<file path="src/lrupr_pkg.sv">
// Package for the LRU page replacement block: widths, sizes and the
// control struct broadcast to the recency stack cells. No dependencies.
package lrupr_pkg;

  localparam int MAX_FRAMES = 16;
  localparam int PAGE_BITS  = 16;
  localparam int CFG_W      = 5;
  localparam int COUNT_W    = $clog2(MAX_FRAMES + 1);
  localparam int IDX_W      = (MAX_FRAMES > 1) ? $clog2(MAX_FRAMES) : 1;
  localparam int TOTAL_W    = 32;

  localparam logic [CFG_W-1:0] FRAME_COUNT_RESET = CFG_W'(16);

  typedef struct packed {
    logic accept;
    logic hit;
    logic full;
  } cell_ctrl_t;

endpackage

</file>
<file path="src/lrupr_in_if.sv">
// Request channel of the LRU page replacement block: one page reference per beat.
// Depends on lrupr_pkg.
interface lrupr_in_if;
  logic                           valid;
  logic                           ready;
  logic [lrupr_pkg::PAGE_BITS-1:0] page_number;

  modport source (output valid, output page_number, input ready);
  modport sink (input valid, input page_number, output ready);
endinterface

</file>
<file path="src/lrupr_out_if.sv">
// Result channel of the LRU page replacement block: one result per beat.
// Depends on lrupr_pkg.
interface lrupr_out_if;
  logic                            valid;
  logic                            ready;
  logic                            fault;
  logic                            evicted_valid;
  logic [lrupr_pkg::PAGE_BITS-1:0] evicted_page;
  logic [lrupr_pkg::TOTAL_W-1:0]   fault_total;

  modport source (output valid, output fault, output evicted_valid, output evicted_page,
                  output fault_total, input ready);
  modport sink (input valid, input fault, input evicted_valid, input evicted_page,
                input fault_total, output ready);
endinterface

</file>
<file path="src/lrupr_cell.sv">
// One entry of the recency stack: holds a page and its valid bit, compares it
// to the reference and takes its neighbor's entry when the stack shifts. Depends on lrupr_pkg.
module lrupr_cell (
  input  logic                            clk,
  input  logic                            rst,
  input  lrupr_pkg::cell_ctrl_t           ctrl,
  input  logic [lrupr_pkg::PAGE_BITS-1:0] key,
  input  logic [lrupr_pkg::PAGE_BITS-1:0] prev_page,
  input  logic                            prev_valid,
  input  logic                            hit_above,
  output logic [lrupr_pkg::PAGE_BITS-1:0] page,
  output logic                            valid,
  output logic                            hit_out
);

  logic match;
  logic shift;

  assign match   = valid && (page == key);
  assign hit_out = hit_above || match;

  always_comb begin
    if (ctrl.hit) begin
      shift = ctrl.accept && !hit_above;
    end else if (ctrl.full) begin
      shift = ctrl.accept && valid;
    end else begin
      shift = ctrl.accept && (valid || prev_valid);
    end
  end

  always_ff @(posedge clk) begin
    if (rst) begin
      valid <= 1'b0;
    end else if (shift) begin
      valid <= prev_valid;
    end
  end

  always_ff @(posedge clk) begin
    if (shift) begin
      page <= prev_page;
    end
  end

endmodule

</file>
<file path="src/lru_page_replacement.sv">
// Top level of the LRU page replacement block: a chain of recency stack cells
// with the most recent page at the head.
// Depends on lrupr_pkg, lrupr_in_if, lrupr_out_if, lrupr_cell.
//
//   Channel  Direction  Carries
//   req      in         page_number
//   rsp      out        fault, evicted_valid, evicted_page, fault_total
//   cfg      in         cfg_we, cfg_wdata (frame_count)
//
// A reference is looked up and the stack updated in the cycle it is accepted,
// so one beat is taken every cycle while rsp is ready; the result is registered
// and shows in the next cycle. The rate is set by the cell chain's compare and shift.
// A result waiting in the output register stalls req only while rsp is not ready.
// Reset empties the stack, clears the fault count and sets frame_count to 16.
module lru_page_replacement (
  input  logic                          clk,
  input  logic                          rst,
  lrupr_in_if.sink                      req,
  lrupr_out_if.source                   rsp,
  input  logic                          cfg_we,
  input  logic [lrupr_pkg::CFG_W-1:0]   cfg_wdata
);

  logic [lrupr_pkg::CFG_W-1:0]     frame_count;
  logic [lrupr_pkg::COUNT_W-1:0]   resident_count;
  logic [lrupr_pkg::TOTAL_W-1:0]   fault_counter;
  logic [lrupr_pkg::TOTAL_W-1:0]   fault_counter_next;
  logic [lrupr_pkg::CFG_W-1:0]     cap;
  logic [lrupr_pkg::COUNT_W-1:0]   count_m1;
  logic [lrupr_pkg::PAGE_BITS-1:0] cell_page [lrupr_pkg::MAX_FRAMES];
  logic                            cell_valid [lrupr_pkg::MAX_FRAMES];
  logic                            hit_chain [lrupr_pkg::MAX_FRAMES+1];
  lrupr_pkg::cell_ctrl_t           ctrl;
  logic                            accept;
  logic                            full;
  logic                            miss;

  assign req.ready = !rsp.valid || rsp.ready;
  assign accept    = req.valid && req.ready;

  always_comb begin
    if (frame_count == '0) begin
      cap = lrupr_pkg::CFG_W'(1);
    end else if (int'(frame_count) > lrupr_pkg::MAX_FRAMES) begin
      cap = lrupr_pkg::CFG_W'(lrupr_pkg::MAX_FRAMES);
    end else begin
      cap = frame_count;
    end
  end

  assign full     = int'(resident_count) >= int'(cap);
  assign miss     = !hit_chain[lrupr_pkg::MAX_FRAMES];
  assign count_m1 = resident_count - lrupr_pkg::COUNT_W'(1);

  assign ctrl.accept = accept;
  assign ctrl.hit    = hit_chain[lrupr_pkg::MAX_FRAMES];
  assign ctrl.full   = full;

  assign hit_chain[0] = 1'b0;

  for (genvar i = 0; i < lrupr_pkg::MAX_FRAMES; i++) begin : g_cell
    if (i == 0) begin : g_head
      lrupr_cell u_cell (
        .clk        (clk),
        .rst        (rst),
        .ctrl       (ctrl),
        .key        (req.page_number),
        .prev_page  (req.page_number),
        .prev_valid (1'b1),
        .hit_above  (hit_chain[i]),
        .page       (cell_page[i]),
        .valid      (cell_valid[i]),
        .hit_out    (hit_chain[i+1])
      );
    end else begin : g_body
      lrupr_cell u_cell (
        .clk        (clk),
        .rst        (rst),
        .ctrl       (ctrl),
        .key        (req.page_number),
        .prev_page  (cell_page[i-1]),
        .prev_valid (cell_valid[i-1]),
        .hit_above  (hit_chain[i]),
        .page       (cell_page[i]),
        .valid      (cell_valid[i]),
        .hit_out    (hit_chain[i+1])
      );
    end
  end

  always_comb begin
    fault_counter_next = fault_counter;
    if (miss && (fault_counter != '1)) begin
      fault_counter_next = fault_counter + lrupr_pkg::TOTAL_W'(1);
    end
  end

  always_ff @(posedge clk) begin
    if (rst) begin
      frame_count <= lrupr_pkg::FRAME_COUNT_RESET;
    end else if (cfg_we) begin
      frame_count <= cfg_wdata;
    end
  end

  always_ff @(posedge clk) begin
    if (rst) begin
      resident_count <= '0;
      fault_counter  <= '0;
    end else if (accept) begin
      fault_counter <= fault_counter_next;
      if (miss && !full) begin
        resident_count <= resident_count + lrupr_pkg::COUNT_W'(1);
      end
    end
  end

  always_ff @(posedge clk) begin
    if (rst) begin
      rsp.valid <= 1'b0;
    end else if (accept) begin
      rsp.valid <= 1'b1;
    end else if (rsp.ready) begin
      rsp.valid <= 1'b0;
    end
  end

  always_ff @(posedge clk) begin
    if (accept) begin
      rsp.fault         <= miss;
      rsp.evicted_valid <= miss && full;
      rsp.evicted_page  <= (miss && full) ? cell_page[count_m1[lrupr_pkg::IDX_W-1:0]] : '0;
      rsp.fault_total   <= fault_counter_next;
    end
  end

endmodule

</file>
<file path="src/flat_wrapper.sv">
// flat-port wrapper written by rule: the top's interface ports become plain ports
module lru_page_replacement_flat 
  (clk, rst, cfg_we, cfg_wdata, req_valid, req_page_number, req_ready, rsp_valid, rsp_fault, rsp_evicted_valid, rsp_evicted_page, rsp_fault_total, rsp_ready);
  lrupr_in_if req_i ();
  lrupr_out_if rsp_i ();
  input  logic clk;
  input  logic rst;
  input  logic cfg_we;
  input  logic [lrupr_pkg::CFG_W-1:0] cfg_wdata;
  input wire logic [$bits(req_i.valid)-1:0] req_valid;
  input wire logic [$bits(req_i.page_number)-1:0] req_page_number;
  output wire logic [$bits(req_i.ready)-1:0] req_ready;
  output wire logic [$bits(rsp_i.valid)-1:0] rsp_valid;
  output wire logic [$bits(rsp_i.fault)-1:0] rsp_fault;
  output wire logic [$bits(rsp_i.evicted_valid)-1:0] rsp_evicted_valid;
  output wire logic [$bits(rsp_i.evicted_page)-1:0] rsp_evicted_page;
  output wire logic [$bits(rsp_i.fault_total)-1:0] rsp_fault_total;
  input wire logic [$bits(rsp_i.ready)-1:0] rsp_ready;
  assign req_i.valid = req_valid;
  assign req_i.page_number = req_page_number;
  assign req_ready = req_i.ready;
  assign rsp_valid = rsp_i.valid;
  assign rsp_fault = rsp_i.fault;
  assign rsp_evicted_valid = rsp_i.evicted_valid;
  assign rsp_evicted_page = rsp_i.evicted_page;
  assign rsp_fault_total = rsp_i.fault_total;
  assign rsp_i.ready = rsp_ready;
  lru_page_replacement u_core (.clk(clk), .rst(rst), .req(req_i), .rsp(rsp_i), .cfg_we(cfg_we), .cfg_wdata(cfg_wdata));
endmodule
</file>
<file path="config.mk">
export PLATFORM = sky130hd
export DESIGN_NAME = lru_page_replacement_flat
export DESIGN_NICKNAME = d
export VERILOG_FILES = /design/src/lrupr_pkg.sv /design/src/lrupr_in_if.sv /design/src/lrupr_out_if.sv /design/src/lrupr_cell.sv /design/src/lru_page_replacement.sv /design/src/flat_wrapper.sv
export SDC_FILE = /design/constraint.sdc
export NUM_CORES = 1
export LEC_CHECK = 0
export ABC_AREA = 1
export BUFFER_PORTS_ARGS = -buffer_cell sky130_fd_sc_hd__buf_2
export CORE_ASPECT_RATIO = 1.25
export CORE_UTILIZATION = 45
export CTS_CLUSTER_DIAMETER = 150
export DETAILED_ROUTE_END_ITERATION = 10
export GPL_ROUTABILITY_DRIVEN = 0
export PLACE_DENSITY = 0.67
export SLEW_MARGIN = 40
export SYNTH_ARGS = -nofsm -noshare
export SYNTH_HDL_FRONTEND = slang
export SYNTH_SLANG_ARGS = --single-unit
</file>
<file path="constraint.sdc">
create_clock -name clk -period 8.8 [get_ports clk]
set_input_delay 0.44 -clock clk [delete_from_list [all_inputs] [get_ports clk]]
set_output_delay 0.44 -clock clk [all_outputs]
set_load 0.1 [all_outputs]
</file>
**Word-level counts from Yosys, hierarchy flattened**

Cells that the tools add are included.

- Register bits: 365
- Input bits: 26
- Output and inout port bits: 52
- Logic and storage cells: 222

- $add $sub $neg: 3
- Magnitude comparators: 3
- Eq/ne operators: 17
- Muxes and demuxes: 40
- Bitwise logic cells: 1
- Reduce and logical (&&, ||, !) cells: 118

Operators with widths:

| operator | count |
|---|---|
| 16-bit == test | 16 |
| 1-bit logical AND | 66 |
| 16-bit binary-select mux with 4-bit select | 1 |
| 1-bit two-way mux | 34 |
| 32-bit by 1-bit adder with 32-bit output, second input constant | 1 |
| 16-bit two-way mux | 2 |
| 32-bit two-way mux | 1 |
| 32-bit inequality test, second input constant | 1 |
| 1-bit logical OR | 31 |
| 1-bit logical NOT | 18 |
| 5-bit two-way mux | 2 |
| 5-bit by 1-bit adder with 5-bit output, second input constant | 1 |
| 5-bit >= comparator | 1 |
| 5-bit >= comparator, second input constant | 1 |
| 5-bit greater-than comparator, second input constant | 1 |
| 5-bit logical NOT | 1 |
| 4-bit inverter with 5-bit output | 1 |
| 4-bit by 1-bit subtractor with 4-bit output, second input constant | 1 |
| 2-bit AND reduction | 1 |
| 2-bit nonzero test | 1 |

**Logic depth before layout (Yosys ltp)**

Gate-level depths: netlist of the first run.

- Depth in word-level cells: 20
- Mapped depth: 24
- Gate-level depth less buffers: 21

**Cells and area by module**

Synthesis of the first run repeated with hierarchy kept, for this count alone.

- Cells, all modules: 2691
- Area, all modules: 20568.5 um^2

Modules (own cells, without submodules):

| module | times used | cells an instance | area an instance (um^2) | seq. area each (um^2) |
|---|---|---|---|---|
| lrupr_cell | 16 | 99 | 843.3 | 500.5 |
| lru_page_replacement | 1 | 1107 | 7075.5 | 2362.3 |

**Worst setup path after synthesis of the first run**

No wires, ideal clock.

- Path kind: register to register
- Start: register u_core.rsp.valid
- End: register u_core.rsp.evicted_page[0], enable pin
- Setup time: 0.434 ns
- Data arrival time: 3.645 ns
- Required time: 8.366 ns
- Slack: 4.721 ns
- Stages on the path, launching flop included: 5
- Path buffers: 1
- Clock period less this slack: 4.079 ns
- Cell sequence: dfxtp_1 > nand2_1 > nand2_1 > inv_2 > buf_1

- Word-level cells in the longest chain between the ends: 3

Ends and longest elaborated chain:

| what | line | source |
|---|---|---|
| start: declaration | lrupr_out_if.sv:11 | `modport source (output valid, output fault, output evicted_valid, output evicted_page,` |
| start signal: assignment | lru_page_replacement.sv:120 | `rsp.valid <= 1'b0;` |
| start signal: assignment | lru_page_replacement.sv:122 | `rsp.valid <= 1'b1;` |
| start signal: assignment | lru_page_replacement.sv:124 | `rsp.valid <= 1'b0;` |
| 1-bit logical NOT | lru_page_replacement.sv:38 | `assign req.ready = !rsp.valid \|\| rsp.ready;` |
| 1-bit logical OR | lru_page_replacement.sv:38 |  |
| named net req_ready | flat_wrapper.sv:12 | `output wire logic [$bits(req_i.ready)-1:0] req_ready;` |
| 1-bit logical AND | lru_page_replacement.sv:39 | `assign accept = req.valid && req.ready;` |
| named net u_core.accept | lru_page_replacement.sv:34 | `logic accept;` |
| end signal: assignment | lru_page_replacement.sv:132 | `rsp.evicted_page <= (miss && full) ? cell_page[count_m1[lrupr_pkg::IDX_W-1:0]] : '0;` |
| end: declaration | lrupr_out_if.sv:11 |  |

The timed path passes the listed nets, and every way through them passes these cells.
A chain may end at the register's enable or synchronous reset.

**Worst setup path in the final report of the first run**

- Start: register u_core.resident_count[0] (netlist name)
- End: register u_core.rsp.evicted_page[2] (data pin)

- Word-level cells in the longest chain between the ends: 5
- Elaborated cells between the ends (all ways): 7
- Classes of those cells: add/sub (1); order compare (1); mux (3); bitwise (1); reduce/logical (1)

Ends and longest elaborated chain:

| what | line | source |
|---|---|---|
| start: declaration | lru_page_replacement.sv:25 | `logic [lrupr_pkg::COUNT_W-1:0] resident_count;` |
| start signal: assignment | lru_page_replacement.sv:113 | `resident_count <= resident_count + lrupr_pkg::COUNT_W'(1);` |
| 4-bit by 1-bit subtractor with 4-bit output | lru_page_replacement.sv:53 | `assign count_m1 = resident_count - lrupr_pkg::COUNT_W'(1);` |
| 4-bit inverter with 5-bit output (not written as such) | lru_page_replacement.sv:132 |  |
| 16-bit binary-select mux with 4-bit select | lru_page_replacement.sv:132 |  |
| 16-bit two-way mux (not written as such) (2 in a row) | lru_page_replacement.sv:132 |  |

Several ways; a longest one is shown, not always the timed one. The select of a mux whose other input is x is not followed.

==> summary by stage, run 1 <==
Worst setup path
The delay of the slowest cell on the worst path is ~0.84 ns. The count of buffering cells on the critical path with inverters included is 3. The type of the setup path with the least slack is flop to flop. The setup check on the worst reg-to-reg path leaves a slack of 3.81 ns. Measured in cells, the most critical reg-to-reg path has a length of 8.

The signal on the critical path passes through clkinv_2, ha_2, buf_4, buf_4, o21ai_0, o21ai_0, o211ai_1, a21oi_1. In this run the critical register-to-register path is launched from u_core.resident_count[0]. The worst-path maximum fanout is 74.

The reg-to-reg endpoint is u_core.rsp.evicted_page[2]. Data on the critical path arrives at its endpoint at 5.38 ns. The worst setup path is captured at a flop. The cell family contributing the most delay on the critical path is buffers and inverters. The worst path required time is just over 9 ns. The critical path launch point type is a flop.

For this design, the slowest cell found on the critical path is dfxtp_4.

Min path
The endpoint with the worst hold slack is u_core.frame_count[0]. The worst hold path startpoint is cfg_wdata[0]. The path class of the lowest-slack min-delay path is primary input to flop. Counting instances, the worst hold path has a depth of 3.

CTS
For this design, the CTS-stage hold fixing added 0 buffers. The number of buffers between clock root and the deepest sink is 3. The post-CTS setup-driven buffer insertion count is 0. The cell at the root of the clock tree is clkbuf_16. In this run, CTS created clock tree buffers numbering 39. TritonCTS built the clock tree. The clock insertion delay at the later pin of the skew report is roughly 0.58 ns. The H-tree depth is 2.

The clock net in this run drives a total of roughly 370 sinks. The clock-pin slew on the worst setup and hold paths is 0.06 ns. The number of resized instances in the post-cts repair step is 0.

GRT
The number of global-route vias before repair is between 15k and 20k. The aggregate global routing overflow is 0. The pin count of the biggest net entering global routing is between 80 and 90. The initial antenna violation count is 0.

The global-route wire length before repair is 102700 um. In the global route stage, overall resource usage came out at 0.3094.

STA
The final number of hold-violating endpoints was 0. The number of max-slew violations in the final report is 0. On the final layout, the worst clock skew is between 0.02 and 0.025 ns. Measured against its own limit, the worst slew margin works out to 0.4455. The worst path needs 4.994 ns of the cycle, external delays included. The final worst-path cycle share is 0.5675. The transition time at the pin with the least slew margin is between 0.8 and 0.9 ns. The final setup slack of the worst path is 3.806 ns. For this run, the top clock speed supported by timing is about 200 MHz.

The setup TNS is 0 ns. The setup violation total in the final timing report is 0. Setup repair after global routing left no endpoint under its margin.

Detailed routing
The highest signal layer in the routed design is met4. The met3 wirelength from detailed routing is approximately 8400 um. The detailed-routing wirelength on met1 is approximately 24000 um. The detailed router finished its first iteration with between 2k and 3k violations. The average wire per standard cell is 23.86 um. Detailed routing placed a total of approximately 31000 um of wire on met2.

The first TritonRoute pass finished after 8 iterations. In the routed design, unresolved DRC markers number 0. The overall routed net length is between 60000 and 70000 um. The per-cell via count in the routed design is 6.204. The residual antenna-violating net count after detailed routing is 0.

The routed layout has between 15k and 20k vias.

Synth
The dominant cell type by area after synthesis is edfxtp_1. The share of flip-flops with an asynchronous set or reset is 0. The sequential fraction of the synthesis area is 0.5247.

By area the synthesized netlist is led by edfxtp_1 46%, nand2_1 8.5%, dfxtp_1 6.0%. The average instance in the mapped netlist occupies approximately 8.6 sq um. The cell area after technology mapping is 0.01977 sq mm.

In this run, synthesis inferred about 310 flip-flops with an integrated enable. The gate count of the mapped netlist is approximately 2.3k. The flip-flop and latch count after synthesis is roughly 370. The most used flip-flop cell after synthesis is edfxtp_1. The number of different library cells in the post-synthesis netlist is 47. The portion of synthesized cell area occupied by the leading cell type is 0.4649. The net count of the mapped netlist is around 2.3k. The count of yosys warnings during synthesis is 0.

Place
Summed over all nets, the half-perimeter wirelength after detailed placement is 47100 um. Before CTS, the worst setup slack after placement is 3.847 ns. The number of placed instances, taps included, is approximately 2.8k. The number of port buffers is 77.

Finish
The fill cell instance count of the final layout is 4111. The flip-flop and latch area is between 0.01 and 0.015 sq mm. The footprint of the multi-input gates is roughly 0.0079 sq mm. The antenna cell count is 0. The number of non-filler instances in the completed layout is between 2k and 3k. In the final layout, the share of cells above drive strength 1 is 0.08625. Relative to the synthesized area, the layout overhead comes to 9.780%. Leaving out fill and tap cells, the most frequent cells in the layout are 448 x nand2_1, 306 x edfxtp_1, 239 x inv_1, 201 x nor2_1, 183 x o21ai_0. The leading cell type in the layout, fill and taps excluded is nand2_1. The layout net count is 2347.

Power and ir drop
The worst-case IR drop observed on VDD is 0.1869 mV. For this design the static power due to leakage is slightly below 9 nW. The total power per unit cell area is around 210 mW/mm^2.

Run status
The flow ran to the end, and the final reports show no timing, DRC or antenna violations.

Floorplan
The die is around 190 um wide. The effective utilization at floorplan is 0.4578. The initialized floorplan defines 85 standard-cell rows.

The number of top-level pins is just under 80. The overall die area is ~0.045 sq mm. The vertical extent of the die is 236.3 um.

The floorplan step defined a core boundary enclosing approximately 0.043 sq mm.

Run
The count of max-cap constraint violations is 0.
[per-stage QoR]
stage                     power (mW)  utilization  hold slack, ns  cell area, sq um
after detailed placement       2.943       0.4737          0.4344             20450
after floorplan                2.663            -          0.4264             19770
final                          4.599       0.5025         0.09243             21700
after global placement         2.932       0.4734          0.4315             20440
after global routing           4.733       0.5025          0.1128             21700
after CTS                      4.559       0.5025         0.08812             21700
[report_power, final]
| group | internal (mW) | switching [mW] | leakage (nW) |
|---|---|---|---|
| Sequential | 1.94 | 0.0734 | 3.30 |
| Combinational | 0.212 | 0.734 | 4.81 |
| Clock | 0.930 | 0.705 | 0.613 |
[cell usage after synthesis (2+ instances only)]
| library cell | count |
|---|---|
| nor2_1 | 201 |
| o221ai_1 | 9 |
| a22o_1 | 3 |
| nand2_1 | 449 |
| nand3_1 | 122 |
| nor3_1 | 43 |
| a21o_1 | 2 |
| nor2_2 | 4 |
| dfxtp_1 | 59 |
| xor2_1 | 67 |
| nand2_2 | 2 |
| or2_2 | 6 |
| inv_2 | 24 |
| o22ai_1 | 34 |
| o21a_1 | 2 |
| a21oi_1 | 155 |
| nand4_1 | 83 |
| edfxtp_1 | 306 |
| buf_6 | 2 |
| buf_1 | 7 |
| nor4_1 | 32 |
| a221oi_1 | 7 |
| o21ai_0 | 184 |
| nor2_4 | 2 |
| clkbuf_1 | 62 |
| nor3_2 | 3 |
| clkinv_1 | 2 |
| nand3b_1 | 3 |
| buf_2 | 39 |
| o21ai_1 | 21 |
| buf_4 | 7 |
| inv_1 | 243 |
| o211ai_1 | 44 |
| o2111ai_1 | 10 |
| or2_1 | 17 |
| xnor2_1 | 13 |
| nor3b_1 | 8 |
| a211oi_1 | 5 |
| ha_1 | 8 |
[registers in the layout (all words and copies together) (netlist names)]
register and count:
u_core.rsp.fault 1, u_core.g_cell.g_head.u_cell.page 16, u_core.resident_count 5, u_core.rsp.fault_total 32, u_core.g_cell.g_body.u_cell.valid 15, u_core.fault_counter 32, u_core.g_cell.g_head.u_cell.valid 1, u_core.rsp.evicted_page 16
u_core.g_cell.g_body.u_cell.page 240, u_core.rsp.evicted_valid 1, u_core.rsp.valid 1, u_core.frame_count 5
[cell families (layout without fill, tap and decap cells)]
logic type,after synthesis,in the layout,synth area share
AO/OA/AOI/OAI,480,480,0.1368
XOR/XNOR,80,80,0.03545
adder cells (fa/ha/maj),8,8,0.005064
buffers and inverters,386,430,0.07786
flip-flops,365,365,0.5247
AND/OR/NAND/NOR,979,979,0.2202
[worst reg2reg max path, cell delays in order, from the launching register on]
cell and delay, ns:
dfxtp_4 0.84, clkinv_2 0.87, ha_2 0.65, buf_4 0.47, buf_4 0.56, o21ai_0 0.22
o21ai_0 0.67, o211ai_1 0.25, a21oi_1 0.28
[how the worst max path moves through the flow]
stage / cells after the start / slack [ns] / end / startpoint
2_1_floorplan: 4 / 4.72 / u_core.rsp.evicted_page[0] / u_core.rsp.valid
3_3_place_gp: 19 / 3.94 / u_core.g_cell[0].g_head.u_cell.page[6] / req_page_number[13]
3_5_place_dp: 19 / 3.85 / u_core.g_cell[0].g_head.u_cell.page[4] / req_page_number[11]
4_1_cts: 8 / 4.13 / u_core.rsp.evicted_page[3] / u_core.resident_count[0]
5_1_grt: 8 / 3.65 / u_core.rsp.evicted_page[2] / u_core.resident_count[0]
6_report: 8 / 3.81 / u_core.rsp.evicted_page[2] / u_core.resident_count[0]
[layout make-up]
cell class,instances,share of cell area
clock buffers,50,0.04976
clock inverters,20,0.007669
inverters,269,0.04665
multi-input cells,1547,0.3625
flip-flops and latches,365,0.4781
well taps,565,0.03258
repair buffers,91,0.02278
[layer usage]
metal	global-route usage	vias to the layer above
li1	-	7984
met1	0.3766	8334
met2	0.4757	1353
met3	0.07573	364
met4	0.2265	0
met5	0	-
(Power assumes the default switching activity.)
==> inputs of run 2 (changes only) <==
clock period = 4.75 ns   (was 8.8 ns; I/O delays follow)
==> summary by stage, run 2 (same netlist as run 1, synthesis figures left out) <==
Run status
Status: completed (unchanged).

Worst setup path
The critical path launch point type is a flop (unchanged). The startpoint of the worst-slack reg-to-reg timing path is u_core.g_cell[0].g_head.u_cell.page[2] (was u_core.resident_count[0]). The length in cells of the worst reg-to-reg path is 17 (was 8). The reg-to-reg endpoint is u_core.g_cell[13].g_body.u_cell.valid (was u_core.rsp.evicted_page[2]). Chain of cells forming the critical path: xor2_1, nor3b_1, nand3_1, nand2_1, nor2_1, nand4_1, nor2_1, nand4_1, nor2_2, nand2_2, nor2_4, buf_4, a21oi_1, buf_4, nand2_1, nand2_1, nor2_1 (was clkinv_2, ha_2, buf_4, buf_4, o21ai_0, o21ai_0, o211ai_1, a21oi_1). The type of the setup path with the least slack is flop to flop (unchanged).

The slowest cell on the critical path is buf_4 (was dfxtp_4). The worst path required time is 5.25 ns (was 9.18 ns). The worst-path maximum fanout is 52 (was 74). The arrival time at the worst endpoint is 4.29 ns (was 5.38 ns). The register-to-register setup slack is 0.96 ns (was 3.81 ns). The delay of the slowest cell on the worst path is 0.54 ns (was 0.84 ns). The kind of end point of the critical path is a flop (unchanged).

Floorplan
The die boundary width is 189.5 um (unchanged). The number of cell rows came to 85 (unchanged). The overall die area is 0.04477 sq mm (unchanged). The number of top-level pins is 78 (unchanged). The vertical extent of the die is 236.3 um (unchanged). The core footprint was 0.04318 sq mm (unchanged). The effective utilization at floorplan is 0.4578 (unchanged).

CTS
The TritonCTS buffer count was 40 (was 39). The clock tree from TritonCTS is built (unchanged). The cell at the root of the clock tree was clkbuf_16 (unchanged). The H-tree depth is 2 (unchanged). The number of resized instances in the post-cts repair step is 0 (unchanged). The post-CTS setup-driven buffer insertion count was 0 (unchanged). The clock-pin slew on the worst setup and hold paths is 0.06 ns (about the same).

The number of hold-repair buffers added at the cts stage came to 9 (was 0). The count of clock tree sinks is 365 (unchanged). The number of buffers between clock root and the deepest sink was 3 (unchanged). The clock insertion delay at the later pin of the skew report is 0.57 ns (was 0.58 ns).

Place
The half-perimeter wire length after placement is 46640 um (was 47100 um). The number of port buffers is 77 (unchanged). The post-place instance area is 0.02054 sq mm (was 0.02045 sq mm).

STA
The timing-limited maximum frequency was 264.2 MHz (was 200.2 MHz). The clock period minus final worst setup slack came to 3.785 ns (was 4.994 ns). The final number of hold-violating endpoints is 0 (unchanged).

The final worst-path cycle share is 0.7969 (was 0.5675). The number of max-slew violations in the final report is 0 (unchanged). Unrepaired setup endpoints after global routing: no (unchanged). The setup violation total in the final timing report is 0 (unchanged).

The transition time at the pin with the least slew margin is 0.8518 ns (was 0.8231 ns). The setup TNS is 0 ns (unchanged). The normalized max-slew margin is 0.4315 (was 0.4455). The worst-case hold slack was 0.01612 ns (was 0.09243 ns).

The worst clock skew is 0.01424 ns (was 0.02465 ns).

GRT
The aggregate global routing overflow is 0 (unchanged). The met3 track demand over resource in global routing is 0.05163 (was 0.07573). The number of global-route vias before repair is 17.25k (was 17.01k). The initial antenna violation count was 1 (was 0). The met2 track demand over resource is 0.4877 (was 0.4757). The met1 demand-to-capacity share in global routing is 0.3289 (was 0.3766).

The highest-utilization routing layer at the global route stage is met2 (unchanged). The global-route usage over all layers is 0.2902 (was 0.3094). The global-route wire length before repair was 97970 um (was 102700 um).

The pin count of the biggest net entering global routing came to 119 (was 81).

Power and ir drop
The net switching power is 2.734 mW (was 1.513 mW). The static power due to leakage is 8.850 nW (was 8.724 nW). The maximum VDD drop is 0.2767 mV (was 0.1869 mV). The proportion of power drawn by the clock network is 0.366 (was 0.355). The fraction of power consumed by sequential logic is 0.434 (was 0.439).

The total power consumption of the routed design came to 8.548 mW (was 4.599 mW). The part of the power in combinational logic is 0.200 (was 0.206). The net switching share of the total power came to 0.3199 (was 0.3289). The total power per unit cell area came to 389.6 mW/mm^2 (was 212.0 mW/mm^2). The internal power came to 5.813 mW (was 3.086 mW).

Finish
The flip-flop count of the largest register after layout came to 240 (unchanged). The fill cell instance count of the final layout is 3962 (was 4111). The register with the highest flop count is u_core.g_cell.g_body.u_cell.page (unchanged). Registers with the highest flip-flop counts: u_core.g_cell.g_body.u_cell.page x240, u_core.fault_counter x32, u_core.rsp.fault_total x32 (unchanged).

The flip-flop and latch area is 0.01037 sq mm (unchanged). The leading cell type in the layout, fill and taps excluded is nand2_1 (unchanged). Top library cells by usage in the layout, fill and taps aside: 449 x nand2_1, 306 x edfxtp_1, 241 x inv_1, 201 x nor2_1, 184 x o21ai_0 (was 448 x nand2_1, 306 x edfxtp_1, 239 x inv_1, 201 x nor2_1, 183 x o21ai_0). The ratio of cells with drive above 1 in the final layout is 0.08918 (was 0.08625). The layout net count is 2368 (was 2347). The footprint of the multi-input gates was 0.007865 sq mm (unchanged). The relative area change from synthesis to final layout came to 11.01% (was 9.780%).

The summed area of non-filler cells in the final layout is 0.02194 sq mm (was 0.02170 sq mm). The antenna cell count is 0 (unchanged).

Run
The count of max-cap constraint violations is 0 (unchanged).

Detailed routing
The first-iteration detailed-routing DRC count is 2154 (was 2814). The overall routed net length came to 64860 um (was 69360 um). The average wire per standard cell is 22.13 um (was 23.86 um). The residual antenna-violating net count after detailed routing is 0 (unchanged). The number of remaining DRC errors is 0 (unchanged). The total iterations of the first detailed-routing run is 8 (unchanged). The routed via count came to 17.68k (was 18.04k). The per-cell via count in the routed design is 6.032 (was 6.204).

Min path
The worst hold path startpoint is cfg_we (was cfg_wdata[0]). The endpoint with the worst hold slack is u_core.frame_count[1] (was u_core.frame_count[0]). The path class of the lowest-slack min-delay path is primary input to flop (unchanged). The hold-critical path depth came to 3 (unchanged).
## run 2: worst max-delay path by stage
stage	to	cells after the start	slack [ns]	start
floorplan	u_core.rsp.evicted_page[0]	4	0.67	u_core.rsp.valid
global placement	u_core.g_cell[13].g_body.u_cell.valid	21	0.84	req_page_number[11]
detailed placement	u_core.g_cell[13].g_body.u_cell.valid	21	0.79	req_page_number[13]
CTS	u_core.g_cell[13].g_body.u_cell.valid	21	1.08	req_page_number[15]
global route	u_core.g_cell[13].g_body.u_cell.valid	23	0.57	req_page_number[8]
finish	u_core.g_cell[13].g_body.u_cell.valid	17	0.96	u_core.g_cell[0].g_head.u_cell.page[2]
## run 2: power groups by stage
stage / clock network (mW) / logic [mW] / registers (mW)
floorplan: 0 / 0.897 / 4.04
global placement: 0 / 1.63 / 3.77
detailed placement: 0 / 1.65 / 3.77
CTS: 3.15 / 1.67 / 3.71
global route: 3.27 / 1.84 / 3.72
finish: 3.13 / 1.71 / 3.71
## run 2: worst max-delay path: cells and delay by family, from the launching register on
kind	cells	cell delay [ns]
DFF	1	0.46
AOI/OAI and AO/OA	1	0.13
xor gates and xnor gates	1	0.45
and+or+nand+nor	13	1.88
buffers and inverters	2	0.78
## run 2: per-layer routing
metal	share of wire	wire, um	vias up
met4	0.083	5403	0
li1	-	-	8037
met1	0.36	23130	8266
met3	0.079	5110	328
met2	0.48	31210	1048
met5	0	0	-
## run 2: layout make-up
class / count / share of cell area
Clock buffer: 51 / 0.04984
Clock inverter: 23 / 0.009010
Inverter: 269 / 0.04624
Multi-Input combinational cell: 1547 / 0.3584
Sequential cell: 365 / 0.4728
Tap cell: 565 / 0.03222
Timing Repair Buffer: 111 / 0.03148
## run 2: per-stage QoR
step                      worst slack, ns    util  cells
after detailed placement           0.7892  0.4758   2847
after global routing               0.5678  0.5082   2931
final                              0.9645  0.5082   2931
after floorplan                    0.6713       -   2298
after CTS                           1.079  0.5078   2930
after global placement             0.8391  0.4757   2847
